`src/hw/rtl/gls_pkg.sv`:
```
// Package: shared types and constants for the gamepad link sequencer.
`timescale 1ns / 1ps
`default_nettype none
package gls_pkg;

	typedef enum logic [1:0] {
		LINK_ABSENT   = 2'd0,
		LINK_STARTING = 2'd1,
		LINK_READY    = 2'd2
	} link_t;

	localparam logic [1:0] CMD_SERVICE = 2'd0;
	localparam logic [1:0] CMD_REQUEST = 2'd1;
	localparam logic [1:0] CMD_COLLECT = 2'd2;

	localparam logic [2:0] TX_NONE        = 3'd0;
	localparam logic [2:0] TX_WRITE_ENA   = 3'd1;
	localparam logic [2:0] TX_WRITE_HIRES = 3'd2;
	localparam logic [2:0] TX_WRITE_MODE  = 3'd3;
	localparam logic [2:0] TX_PTR_ID      = 3'd4;
	localparam logic [2:0] TX_ID_READ     = 3'd5;
	localparam logic [2:0] TX_PTR_REPORT  = 3'd6;
	localparam logic [2:0] TX_REPORT_READ = 3'd7;

	localparam logic [2:0] STEP_NONE    = 3'd0;
	localparam logic [2:0] STEP_HIRES   = 3'd1;
	localparam logic [2:0] STEP_MODE    = 3'd2;
	localparam logic [2:0] STEP_PTR_ID  = 3'd3;
	localparam logic [2:0] STEP_ID_READ = 3'd4;

	localparam logic [31:0] DELAY_AFTER_ENA   = 32'd10;
	localparam logic [31:0] DELAY_AFTER_HIRES = 32'd20;
	localparam logic [31:0] DELAY_AFTER_MODE  = 32'd2;
	localparam logic [31:0] DELAY_AFTER_PTR   = 32'd1;

	localparam logic [7:0] CODE_ACK      = 8'd0;
	localparam logic [7:0] ID_READ_LEN   = 8'd6;
	localparam logic [7:0] REPORT_LEN    = 8'd8;
	localparam logic [7:0] ID_BYTE_2     = 8'hA4;
	localparam logic [7:0] ID_BYTE_3     = 8'h20;
	localparam logic [7:0] WRONG_ID_CODE = 8'hA4;

	localparam logic [15:0] RETRY_RESET_MS = 16'd1000;

	typedef struct packed {
		logic [1:0]  command;
		logic [31:0] now_ms;
		logic [7:0]  bus_code;
		logic [7:0]  byte_a;
		logic [7:0]  byte_b;
		logic [7:0]  byte_c;
		logic [7:0]  byte_d;
	} in_item_t;

	typedef struct packed {
		logic [2:0]  transaction;
		logic [1:0]  link_state;
		logic [2:0]  init_step;
		logic [14:0] buttons;
		logic        hires;
		logic        requested;
		logic [15:0] connects;
		logic [15:0] drops;
		logic [2:0]  recent_fail_step;
		logic [7:0]  recent_fail_code;
	} out_item_t;

	typedef struct packed {
		link_t       link;
		logic [2:0]  step;
		logic [31:0] due;
		logic        pending;
		logic [14:0] buttons;
		logic        hires;
		logic [15:0] connects;
		logic [15:0] drops;
		logic [2:0]  fail_step;
		logic [7:0]  fail_code;
	} gls_state_t;

endpackage
`default_nettype wire

```
`src/hw/rtl/gls_unpack.sv`:
```
// Button decoder: active-low report bytes to 15 pressed-button bits.
`timescale 1ns / 1ps
`default_nettype none
module gls_unpack (
	input  wire logic [7:0]  hi,
	input  wire logic [7:0]  lo,
	output logic      [14:0] buttons
);
	logic [7:0] h;
	logic [7:0] l;

	assign h = ~hi;
	assign l = ~lo;

	// bit order: up down left right a b x y l r zl zr start select home
	assign buttons = {h[3], h[4], h[2], l[2], l[7], h[1], h[5], l[5],
	                  l[3], l[6], l[4], h[7], l[1], h[6], l[0]};
endmodule
`default_nettype wire

```
`src/hw/rtl/gls_step.sv`:
```
// Next-state logic: one request against the current link state.
`timescale 1ns / 1ps
`default_nettype none
module gls_step (
	input  wire gls_pkg::gls_state_t cur,
	input  wire gls_pkg::in_item_t   item,
	input  wire logic [15:0]         retry_ms,
	output gls_pkg::gls_state_t      nxt,
	output logic [2:0]               transaction
);
	logic        not_due;
	logic        drop;
	logic        use_hires;
	logic [31:0] elapsed;
	logic [7:0]  sel_hi;
	logic [7:0]  sel_lo;
	logic [14:0] decoded;

	assign elapsed   = item.now_ms - cur.due;
	assign not_due   = elapsed[31];
	assign use_hires = (item.byte_c != 8'd0) || (item.byte_d != 8'd0);
	assign sel_hi    = use_hires ? item.byte_c : item.byte_a;
	assign sel_lo    = use_hires ? item.byte_d : item.byte_b;

	gls_unpack u_unpack (
		.hi      (sel_hi),
		.lo      (sel_lo),
		.buttons (decoded)
	);

	always_comb begin
		nxt         = cur;
		transaction = gls_pkg::TX_NONE;
		drop        = 1'b0;
		unique case (item.command)
			gls_pkg::CMD_SERVICE: begin
				if (cur.link != gls_pkg::LINK_READY && !not_due) begin
					if (cur.link == gls_pkg::LINK_ABSENT) begin
						transaction = gls_pkg::TX_WRITE_ENA;
						if (item.bus_code != gls_pkg::CODE_ACK) begin
							nxt.fail_step = gls_pkg::STEP_NONE;
							nxt.fail_code = item.bus_code;
							drop = 1'b1;
						end else begin
							nxt.link = gls_pkg::LINK_STARTING;
							nxt.step = gls_pkg::STEP_HIRES;
							nxt.due  = item.now_ms + gls_pkg::DELAY_AFTER_ENA;
						end
					end else begin
						unique case (cur.step)
							gls_pkg::STEP_HIRES: begin
								transaction = gls_pkg::TX_WRITE_HIRES;
								if (item.bus_code != gls_pkg::CODE_ACK) begin
									nxt.fail_step = gls_pkg::STEP_HIRES;
									nxt.fail_code = item.bus_code;
									drop = 1'b1;
								end else begin
									nxt.step = gls_pkg::STEP_MODE;
									nxt.due  = item.now_ms + gls_pkg::DELAY_AFTER_HIRES;
								end
							end
							gls_pkg::STEP_MODE: begin
								// refusal here is noted but not fatal
								transaction = gls_pkg::TX_WRITE_MODE;
								if (item.bus_code != gls_pkg::CODE_ACK) begin
									nxt.fail_step = gls_pkg::STEP_MODE;
									nxt.fail_code = item.bus_code;
								end
								nxt.step = gls_pkg::STEP_PTR_ID;
								nxt.due  = item.now_ms + gls_pkg::DELAY_AFTER_MODE;
							end
							gls_pkg::STEP_PTR_ID: begin
								transaction = gls_pkg::TX_PTR_ID;
								if (item.bus_code != gls_pkg::CODE_ACK) begin
									nxt.fail_step = gls_pkg::STEP_PTR_ID;
									nxt.fail_code = item.bus_code;
									drop = 1'b1;
								end else begin
									nxt.step = gls_pkg::STEP_ID_READ;
									nxt.due  = item.now_ms + gls_pkg::DELAY_AFTER_PTR;
								end
							end
							gls_pkg::STEP_ID_READ: begin
								transaction = gls_pkg::TX_ID_READ;
								if (item.bus_code != gls_pkg::ID_READ_LEN) begin
									nxt.fail_step = gls_pkg::STEP_ID_READ;
									nxt.fail_code = item.bus_code;
									drop = 1'b1;
								end else if (item.byte_a != gls_pkg::ID_BYTE_2 ||
								             item.byte_b != gls_pkg::ID_BYTE_3) begin
									nxt.fail_step = gls_pkg::STEP_ID_READ;
									nxt.fail_code = gls_pkg::WRONG_ID_CODE;
									drop = 1'b1;
								end else begin
									nxt.link     = gls_pkg::LINK_READY;
									nxt.connects = cur.connects + 16'd1;
									nxt.pending  = 1'b0;
								end
							end
							default: begin
								transaction = gls_pkg::TX_NONE;
							end
						endcase
					end
				end
			end
			gls_pkg::CMD_REQUEST: begin
				if (cur.link == gls_pkg::LINK_READY) begin
					transaction = gls_pkg::TX_PTR_REPORT;
					if (item.bus_code != gls_pkg::CODE_ACK) begin
						drop = 1'b1;
					end else begin
						nxt.pending = 1'b1;
					end
				end
			end
			gls_pkg::CMD_COLLECT: begin
				if (cur.link == gls_pkg::LINK_READY && cur.pending) begin
					transaction = gls_pkg::TX_REPORT_READ;
					nxt.pending = 1'b0;
					if (item.bus_code != gls_pkg::REPORT_LEN) begin
						drop = 1'b1;
					end else begin
						nxt.hires   = use_hires;
						nxt.buttons = decoded;
					end
				end
			end
			default: begin
				transaction = gls_pkg::TX_NONE;
			end
		endcase

		if (drop) begin
			if (cur.link == gls_pkg::LINK_READY) begin
				nxt.drops = cur.drops + 16'd1;
			end
			nxt.link    = gls_pkg::LINK_ABSENT;
			nxt.buttons = 15'd0;
			nxt.pending = 1'b0;
			nxt.due     = item.now_ms + {16'd0, retry_ms};
		end
	end
endmodule
`default_nettype wire

```
`src/hw/rtl/gamepad_link_sequencer_top.sv`:
```
// Top level: gamepad link sequencer with input, state and result registers.
// A request is held in the input stage, passes the next-state logic and is registered in the result register.
// Throughput: one request per cycle while each result is taken; the single next-state pass sets the pace.
// in_ready drops only while the input stage holds a request and the result waits.
// Reset (arst_n low, async): link absent, all counters and flags zero,
// retry delay 1000 ms, no request in flight and no result shown.
`timescale 1ns / 1ps
`default_nettype none
module gamepad_link_sequencer_top (
	input  wire logic             clk,
	input  wire logic             arst_n,
	input  wire logic             in_valid,
	output logic                  in_ready,
	input  wire gls_pkg::in_item_t in_data,
	output logic                  out_valid,
	input  wire logic             out_ready,
	output gls_pkg::out_item_t    out_data,
	input  wire logic             cfg_valid,
	output logic                  cfg_ready,
	input  wire logic [15:0]      cfg_data
);
	// input stage
	logic               valid_s1;
	gls_pkg::in_item_t  item_s1;
	// link state, updated as each request moves into the result register
	gls_pkg::gls_state_t state_q;
	gls_pkg::gls_state_t state_nxt;
	logic [2:0]          tx_nxt;
	logic [15:0]         retry_q;
	// result register
	logic                out_valid_q;
	gls_pkg::out_item_t  out_data_q;
	logic                advance;

	assign advance   = valid_s1 && (!out_valid_q || out_ready);
	assign in_ready  = !valid_s1 || advance;
	assign cfg_ready = 1'b1;
	assign out_valid = out_valid_q;
	assign out_data  = out_data_q;

	gls_step u_step (
		.cur         (state_q),
		.item        (item_s1),
		.retry_ms    (retry_q),
		.nxt         (state_nxt),
		.transaction (tx_nxt)
	);

	always_ff @(posedge clk or negedge arst_n) begin
		if (!arst_n) begin
			valid_s1 <= 1'b0;
		end else if (in_ready) begin
			valid_s1 <= in_valid;
		end
	end

	always_ff @(posedge clk) begin
		if (in_valid && in_ready) begin
			item_s1 <= in_data;
		end
	end

	always_ff @(posedge clk or negedge arst_n) begin
		if (!arst_n) begin
			retry_q <= gls_pkg::RETRY_RESET_MS;
		end else if (cfg_valid && cfg_ready) begin
			retry_q <= cfg_data;
		end
	end

	always_ff @(posedge clk or negedge arst_n) begin
		if (!arst_n) begin
			state_q <= '{link: gls_pkg::LINK_ABSENT, default: '0};
		end else if (advance) begin
			state_q <= state_nxt;
		end
	end

	always_ff @(posedge clk or negedge arst_n) begin
		if (!arst_n) begin
			out_valid_q <= 1'b0;
		end else if (advance) begin
			out_valid_q <= 1'b1;
		end else if (out_ready) begin
			out_valid_q <= 1'b0;
		end
	end

	// result fields report the state after the update
	always_ff @(posedge clk) begin
		if (advance) begin
			out_data_q.transaction      <= tx_nxt;
			out_data_q.link_state       <= state_nxt.link;
			out_data_q.init_step        <= state_nxt.step;
			out_data_q.buttons          <= state_nxt.buttons;
			out_data_q.hires            <= state_nxt.hires;
			out_data_q.requested        <= state_nxt.pending;
			out_data_q.connects         <= state_nxt.connects;
			out_data_q.drops            <= state_nxt.drops;
			out_data_q.recent_fail_step <= state_nxt.fail_step;
			out_data_q.recent_fail_code <= state_nxt.fail_code;
		end
	end

`ifndef SYNTHESIS
	a_ready_step: assert property (@(posedge clk) disable iff (!arst_n)
		state_q.link == gls_pkg::LINK_READY |-> state_q.step == gls_pkg::STEP_ID_READ)
		else $error("link ready without finished start-up");

	a_pending_ready: assert property (@(posedge clk) disable iff (!arst_n)
		state_q.pending |-> state_q.link == gls_pkg::LINK_READY)
		else $error("report pending while link not ready");

	a_buttons_ready: assert property (@(posedge clk) disable iff (!arst_n)
		state_q.buttons != 15'd0 |-> state_q.link == gls_pkg::LINK_READY)
		else $error("buttons held while link not ready");

	a_state_hold: assert property (@(posedge clk) disable iff (!arst_n)
		!advance |=> $stable(state_q))
		else $error("link state changed without a request moving");

	a_stall: assert property (@(posedge clk) disable iff (!arst_n)
		(valid_s1 && out_valid_q && !out_ready) |-> !in_ready)
		else $error("input taken while both stages are full");
`endif
endmodule
`default_nettype wire
```
`config.mk`:
```
export PLATFORM = sky130hd
export DESIGN_NAME = gamepad_link_sequencer_top
export DESIGN_NICKNAME = d
export VERILOG_FILES = /design/src/hw/rtl/gls_pkg.sv /design/src/hw/rtl/gls_unpack.sv /design/src/hw/rtl/gls_step.sv /design/src/hw/rtl/gamepad_link_sequencer_top.sv
export SDC_FILE = /design/constraint.sdc
export NUM_CORES = 1
export LEC_CHECK = 0
export ABC_AREA = 1
export BUFFER_PORTS_ARGS = -buffer_cell sky130_fd_sc_hd__buf_2
export CORE_MARGIN = 4
export CORE_UTILIZATION = 40
export DETAILED_ROUTE_END_ITERATION = 10
export GPL_ROUTABILITY_DRIVEN = 0
export GPL_TIMING_DRIVEN = 0
export HOLD_SLACK_MARGIN = 0.02
export SYNTH_ARGS = -nofsm -noshare
export SYNTH_HDL_FRONTEND = slang
export SYNTH_SLANG_ARGS = --single-unit
```
`constraint.sdc`:
```
create_clock -name clk -period 8.7 [get_ports clk]
set_input_delay 0 -clock clk [delete_from_list [all_inputs] [get_ports clk]]
set_output_delay 0 -clock clk [all_outputs]
set_load 0.05 [all_outputs]
```
==> impl_metrics.json, run 1 <==
{
  "status": "complete, no violations",
  "crit_fanout": 9,
  "hp-start": "in_data[48]",
  "r2r_slack_ps": 4940,
  "post_cts_buffers": 0,
  "worst-setup-path-type": "flip-flop to flip-flop",
  "fmax_ghz": 0.266,
  "synth_ff_type": "edfxtp_1",
  "cts_max_path_buffers": 3,
  "multi_input_area_mm2": 0.00840,
  "hp-class": "input port to flip-flop",
  "end_kind": "flip-flop",
  "coreArea_mm2": 0.0419,
  "power.share.switching_pct": 36.4,
  "grt_max_degree": 87,
  "p_int_mw": 2.68,
  "insertion_delay_ps": 590,
  "nFillCells": 4014,
  "grt_pass1_vias": 16000,
  "critPathLaunchType": "flip-flop",
  "seq_area_mm2": 0.00715,
  "rsz0062_at_grt": "false",
  "dr.pass1.iters": 7,
  "hold_viol": 0,
  "pre_cts_ws_ps": 5200,
  "crit-reg2reg-launch": "item_s1[40]",
  "drtIter0Drc": 2065,
  "drive_above_1_share_pct": 12.1,
  "p_sw_mw": 1.53,
  "synthCells": 2261,
  "num_rows": 75,
  "nets": 2712,
  "worst_slack_ps": 4940,
  "ir_worst_vdd_mv": 0.148,
  "powerDensity_mw_per_mm2": 204,
  "synth_edf_count": 142,
  "yosys_warnings": 0,
  "dp_hpwl_um": 43200,
  "cp.arrival_ps": 4240,
  "grt_usage_pct": 24.9,
  "clock_power_share_pct": 32.4,
  "floorplan.initialDensity_pct": 40.4,
  "slew_headroom_pct": 25.4,
  "pin_count": 166,
  "antenna_found_initial": 2,
  "overflow": 0,
  "fin_area_mm2": 0.0207,
  "holdBufCountCts": 104,
  "cts_resized": 0,
  "grt_first_pass_wirelength_um": 89500,
  "syn_area_mm2": 0.0169,
  "place_area_mm2": 0.0185,
  "clock_skew_ps": 10.9,
  "root_buffer": "clkbuf_16",
  "drc_errors": 0,
  "num_vias": 17200,
  "wl_per_cell_um": 18.9,
  "cts_tree": "yes",
  "async_reset_ff_share_pct": 44.7,
  "synth-seq-cells": 257,
  "leakagePower_nw": 9.21,
  "synth.distinct_cells": 59,
  "dieArea_mm2": 0.0457,
  "fp.dieH_um": 214,
  "die_w_um": 214,
  "worstPathRequired_ps": 9180,
  "syn_nets": 2409,
  "worst_slew_pin_slew_ps": 1110,
  "layout_min_cycle_time_ps": 3760,
  "avgSynthCellArea_um2": 7.50,
  "startpoint": "item_s1[40]",
  "drv_cap": 0,
  "h-tree-depth": 1,
  "clkTransAtPathRegs_ps": 60,
  "viasPerCell": 5.49,
  "cts_sinks": 257,
  "slew_viol_final": 0,
  "numCtsBuffers": 30,
  "finalSetupViolations": 0,
  "seq_area_frac_synth_pct": 42.2,
  "portBuffers": 163,
  "ant_nets": 0,
  "p_comb_share_pct": 29.1,
  "fin_tns_setup_ps": 0,
  "layout_common_cells": "nand2_1 (689), inv_1 (244), nand3_1 (201), buf_2 (191), nor2_1 (158)",
  "wl_um": 59100,
  "layout_commonest_cell": "nand2_1",
  "p_seq_share_pct": 38.5,
  "period_share_pct": 43.2,
  "area_delta_synth_final_pct": 22.0
}
## synth_stat cells (2+ instances only)
| cell type | n | area (um2) |
|---|---|---|
| nand3b_1 | 5 | 37.5 |
| nor3_1 | 21 | 105 |
| a22oi_1 | 8 | 60.1 |
| nor2_1 | 158 | 593 |
| a21boi_0 | 3 | 22.5 |
| xnor2_1 | 6 | 52.6 |
| buf_4 | 7 | 52.6 |
| clkbuf_1 | 38 | 143 |
| and3_1 | 2 | 12.5 |
| edfxtp_1 | 142 | 4260 |
| buf_1 | 11 | 41.3 |
| mux2_2 | 15 | 169 |
| o31ai_1 | 3 | 22.5 |
| inv_1 | 245 | 920 |
| nand2_2 | 2 | 12.5 |
| clkbuf_2 | 4 | 20.0 |
| nor4_1 | 10 | 62.6 |
| nor2_2 | 7 | 43.8 |
| a21oi_1 | 75 | 375 |
| nand2_4 | 2 | 22.5 |
| nand4_1 | 94 | 588 |
| dfstp_2 | 6 | 158 |
| nand3_1 | 201 | 1010 |
| o22ai_1 | 4 | 25.0 |
| buf_2 | 28 | 140 |
| o21ai_0 | 141 | 706 |
| a31oi_1 | 7 | 43.8 |
| o211ai_1 | 7 | 52.6 |
| ha_1 | 52 | 651 |
| o21ai_1 | 35 | 175 |
| dfrtp_1 | 109 | 2730 |
| buf_6 | 3 | 33.8 |
| nand2_1 | 689 | 2590 |
| o2111ai_1 | 2 | 17.5 |
| a221oi_1 | 6 | 52.6 |
| a31o_2 | 3 | 26.3 |
| o21a_1 | 4 | 30.0 |
| and2_1 | 11 | 68.8 |
| xor2_1 | 65 | 569 |
| inv_2 | 11 | 41.3 |
## path summary, 6_finish.rpt
check                               to  depth (start not counted)
setup / recovery           state_q[82]                         14
min in group asynchronous  state_q[20]                          4
setup reg to reg           state_q[82]                         14
hold reg to reg            state_q[65]                          2
hold / removal             item_s1[48]                          2
max in group asynchronous   retry_q[9]                          4
## power groups by stage
stage / clock, mW / combinational (mW) / sequential [mW]
after floorplan: 0 / 0.614 / 1.80
after global placement: 0 / 1.13 / 1.65
after detailed placement: 0 / 1.16 / 1.64
after CTS: 1.39 / 1.21 / 1.62
after global routing: 1.45 / 1.34 / 1.64
final: 1.36 / 1.22 / 1.62
## kinds of logic after synthesis
kind of cell / share of synthesized area (%)
compound gates: 9.94
xor+xnor: 3.67
fa+ha+maj: 3.96
buf+inv: 8.23
flops: 42.2
mux: 0.997
other cells: 0.0221
simple gates: 31.0
## final cells by class
class	count	share of cell area, %
Buffer	91	2.09
Clock buffer	39	3.89
Timing Repair Buffer	271	9.52
Inverter	257	4.68
Antenna cell	2	0.0242
Multi-Input combinational cell	1656	40.6
Clock inverter	17	1.30
Tap cell	539	3.26
Sequential cell	257	34.6
## per-stage QoR
step / total power [mW] / util [%] / cells / hold slack, ps
finish: 4.21 / 49.3 / 3129 / 111
global route: 4.42 / 49.3 / 3128 / 98.6
CTS: 4.22 / 49.3 / 3127 / 93.2
detailed placement: 2.80 / 44.2 / 2967 / -89.0
global placement: 2.78 / 44.0 / 2963 / 176
floorplan: 2.42 / - / 2261 / -296
## sequential cells by signal, indices dropped and copies added (netlist names)
register   flops
out_data      68
valid_s1       1
item_s1       74
out_valid      1
state_q       97
retry_q       16
## routing by layer
| metal | track usage (%) | part of all wire [%] |
|---|---|---|
| met1 | 34.3 | 42 |
| met2 | 38.3 | 44 |
| met3 | 6.20 | 9.8 |
| met4 | 9.11 | 3.9 |
| met5 | 0 | 0.020 |
## worst max-delay path, cell delays in order, from the launching register on
cell and delay, ps:
edfxtp_1 670, ha_1 230, inv_1 60, fa_1 400, nand3b_1 170, nand2_1 100
a21oi_1 140, o21ai_0 890, a21oi_1 370, o21ai_0 260, nand2_1 80, nand2_1 70
nand2_1 70, nand3_1 80, nand2_1 60
Note: power is estimated with default switching activity, not from simulation.
==> inputs of run 2 (changes only) <==
- ABC_AREA: 1 -> 0
- clock period: 8.7 -> 3.4 ns (I/O delays scaled with it)
==> impl_metrics.json, run 2 <==
{
  "layout_min_cycle_time_ps": 3320,
  "largest_reg_flops": 97,
  "portBuffers": 163,
  "finalSetupViolations": 0,
  "overflow": 0,
  "drive_above_1_share_pct": 19.3,
  "clock_skew_ps": 23.2,
  "slowest_delay_ps": 410,
  "synthCells": 1558,
  "fp.dieH_um": 204,
  "root_buffer": "clkbuf_16",
  "end_kind": "flip-flop",
  "num_vias": 14200,
  "cp.buffers_inverters": 1,
  "viasPerCell": 5.86,
  "seq_area_frac_synth_pct": 46.7,
  "slew_headroom_pct": 38.1,
  "drtIter0Drc": 1485,
  "synth_top_area_share_pct": 27.9,
  "critPathLaunchType": "flip-flop",
  "hp-start": "in_data[56]",
  "dieArea_mm2": 0.0414,
  "worstSetupEndpoint": "out_data[4]",
  "slew_viol_final": 0,
  "period_share_pct": 97.6,
  "syn_nets": 1706,
  "fin_tns_setup_ps": 0,
  "critical_path_depth": 10,
  "yosys.area.top_type": "edfxtp_1",
  "avgSynthCellArea_um2": 9.82,
  "ant_nets": 0,
  "grt_pass1_vias": 13900,
  "path_cells": "ha_1, a21oi_1, o21ai_1, a221o_1, a211o_4, a2111o_1, a211oi_4, buf_6, o211ai_1, a22o_1",
  "coreArea_mm2": 0.0377,
  "yosys_warnings": 0,
  "num_rows": 71,
  "powerDensity_mw_per_mm2": 530,
  "r2r_slack_ps": 80,
  "clkTransAtPathRegs_ps": 70,
  "cts_sinks": 257,
  "worst-setup-path-type": "flip-flop to flip-flop",
  "fmax_ghz": 0.301,
  "synth.distinct_cells": 82,
  "dr.pass1.iters": 6,
  "wl_per_cell_um": 20.9,
  "synth_edf_count": 142,
  "rsz0062_at_grt": "true",
  "crit-reg2reg-launch": "item_s1[60]",
  "cts_tree": "yes",
  "pin_count": 166,
  "r2r-end": "out_data[4]",
  "leakagePower_nw": 7.57,
  "drv_cap": 0,
  "dp_hpwl_um": 36200,
  "layout_commonest_cell": "buf_2",
  "area_delta_synth_final_pct": 27.4,
  "place_inst": 2235,
  "h-tree-depth": 1,
  "crit_slowest_cell": "edfxtp_1",
  "numCtsBuffers": 29,
  "status": "complete, no violations",
  "layout_common_cells": "buf_2 (178), edfxtp_1 (142), nor2_1 (115), nand2_1 (109), dfrtp_1 (109)",
  "cp.arrival_ps": 3630,
  "ys_top_cells_by_area": "edfxtp_1 (28%), dfrtp_1 (18%), ha_1 (4.3%)",
  "syn_area_mm2": 0.0153,
  "worstPathRequired_ps": 3710,
  "wl_um": 50700,
  "grt_usage_pct": 23.5,
  "grt_max_degree": 75,
  "synth_ff_type": "edfxtp_1",
  "ir_worst_vdd_mv": 0.397,
  "cts_max_path_buffers": 3,
  "stdcell_count": 2422,
  "hold_viol": 0,
  "insertion_delay_ps": 580,
  "floorplan.initialDensity_pct": 40.6,
  "async_reset_ff_share_pct": 44.7,
  "antenna_found_initial": 1,
  "rr_worst_depth": 10,
  "drc_errors": 0,
  "synth-seq-cells": 257,
  "grt_first_pass_wirelength_um": 78000,
  "crit_fanout": 7,
  "largest-register": "state_q",
  "antennaDiodeCount": 0,
  "hp-class": "input port to flip-flop",
  "synth_most_common_cell": "edfxtp_1",
  "worst_slew_pin_slew_ps": 927,
  "path_delay_family": "compound AO/OA/AOI/OAI gates",
  "startpoint": "item_s1[60]",
  "nets": 2036,
  "die_w_um": 204,
  "total_power_mw": 10.3,
  "synth_common_cells": "edfxtp_1 (142), nor2_1 (116), dfrtp_1 (109), nand2_1 (109), o21ai_0 (95)"
}
==> run 2: area by class of cell <==
type	count	area, um2
Fill cell	3472	18200
Multi-Input combinational cell	1137	7730
Sequential cell	257	7150
Timing Repair Buffer	301	2200
Clock buffer	32	747
Tap cell	511	639
Buffer	108	484
Clock inverter	22	335
Inverter	54	203
==> run 2: per-layer routing <==
| metal | global-route usage, % | wire length (um) | up-vias |
|---|---|---|---|
| li1 | - | - | 6574 |
| met1 | 32.4 | 22100 | 6834 |
| met2 | 36.8 | 22600 | 655 |
| met3 | 4.66 | 4100 | 136 |
| met4 | 8.60 | 1880 | 2 |
| met5 | 0 | 13 | - |
==> run 2: through the flow <==
step | cell area, um2 | worst slack, ps | utilization [%] | hold slack [ps]
floorplan | 15300 | 56.1 | - | -296
global placement | 16800 | -610 | 44.5 | 178
detailed placement | 16900 | -652 | 44.7 | -37.0
CTS | 19200 | -12.8 | 51.0 | 113
global route | 19500 | -15.1 | 51.7 | 133
finish | 19500 | 81.7 | 51.7 | 136
==> run 2: logic make-up after synthesis <==
family	after synthesis	share of synthesized area [%]
compound gates	468	20.6
xor+xnor	106	6.07
fa+ha+maj	54	4.45
buf+inv	164	4.28
flops	257	46.7
mux	36	2.52
other cells	1	0.0245
simple gates	472	15.3
==> run 2: worst register-to-register path, cell delays in order, from the launching register on <==
cell	delay, ps
edfxtp_1	410
ha_1	310
a21oi_1	150
o21ai_1	90
a221o_1	310
a211o_4	310
a2111o_1	410
a211oi_4	400
buf_6	190
o211ai_1	180
a22o_1	280
==> run 2: where the power goes <==
group	total, mW	switching [mW]	internal [mW]
Clock	3.55	1.34	2.20
Combinational	2.79	1.76	1.03
Sequential	3.99	0.250	3.74
Total	10.3	3.35	6.98
==> run 2: timing repair <==
item                                    CTS  global route
endpoints found under the setup margin  123            96
hold buffers                            103             0
setup buffers                            18            14
gates resized for setup                  24            40
hold endpoints to repair                225             0
pin swaps                                13            10
==> run 2: worst min path at each step <==
stage                     cells past startpoint  slack (ps)           to
final                                         2         140  item_s1[56]
after global routing                          2         130  item_s1[56]
after CTS                                     2         110  item_s1[36]
after detailed placement                      1         -40   state_q[4]
after global placement                        1         180  item_s1[50]
after floorplan                               0        -300    out_valid
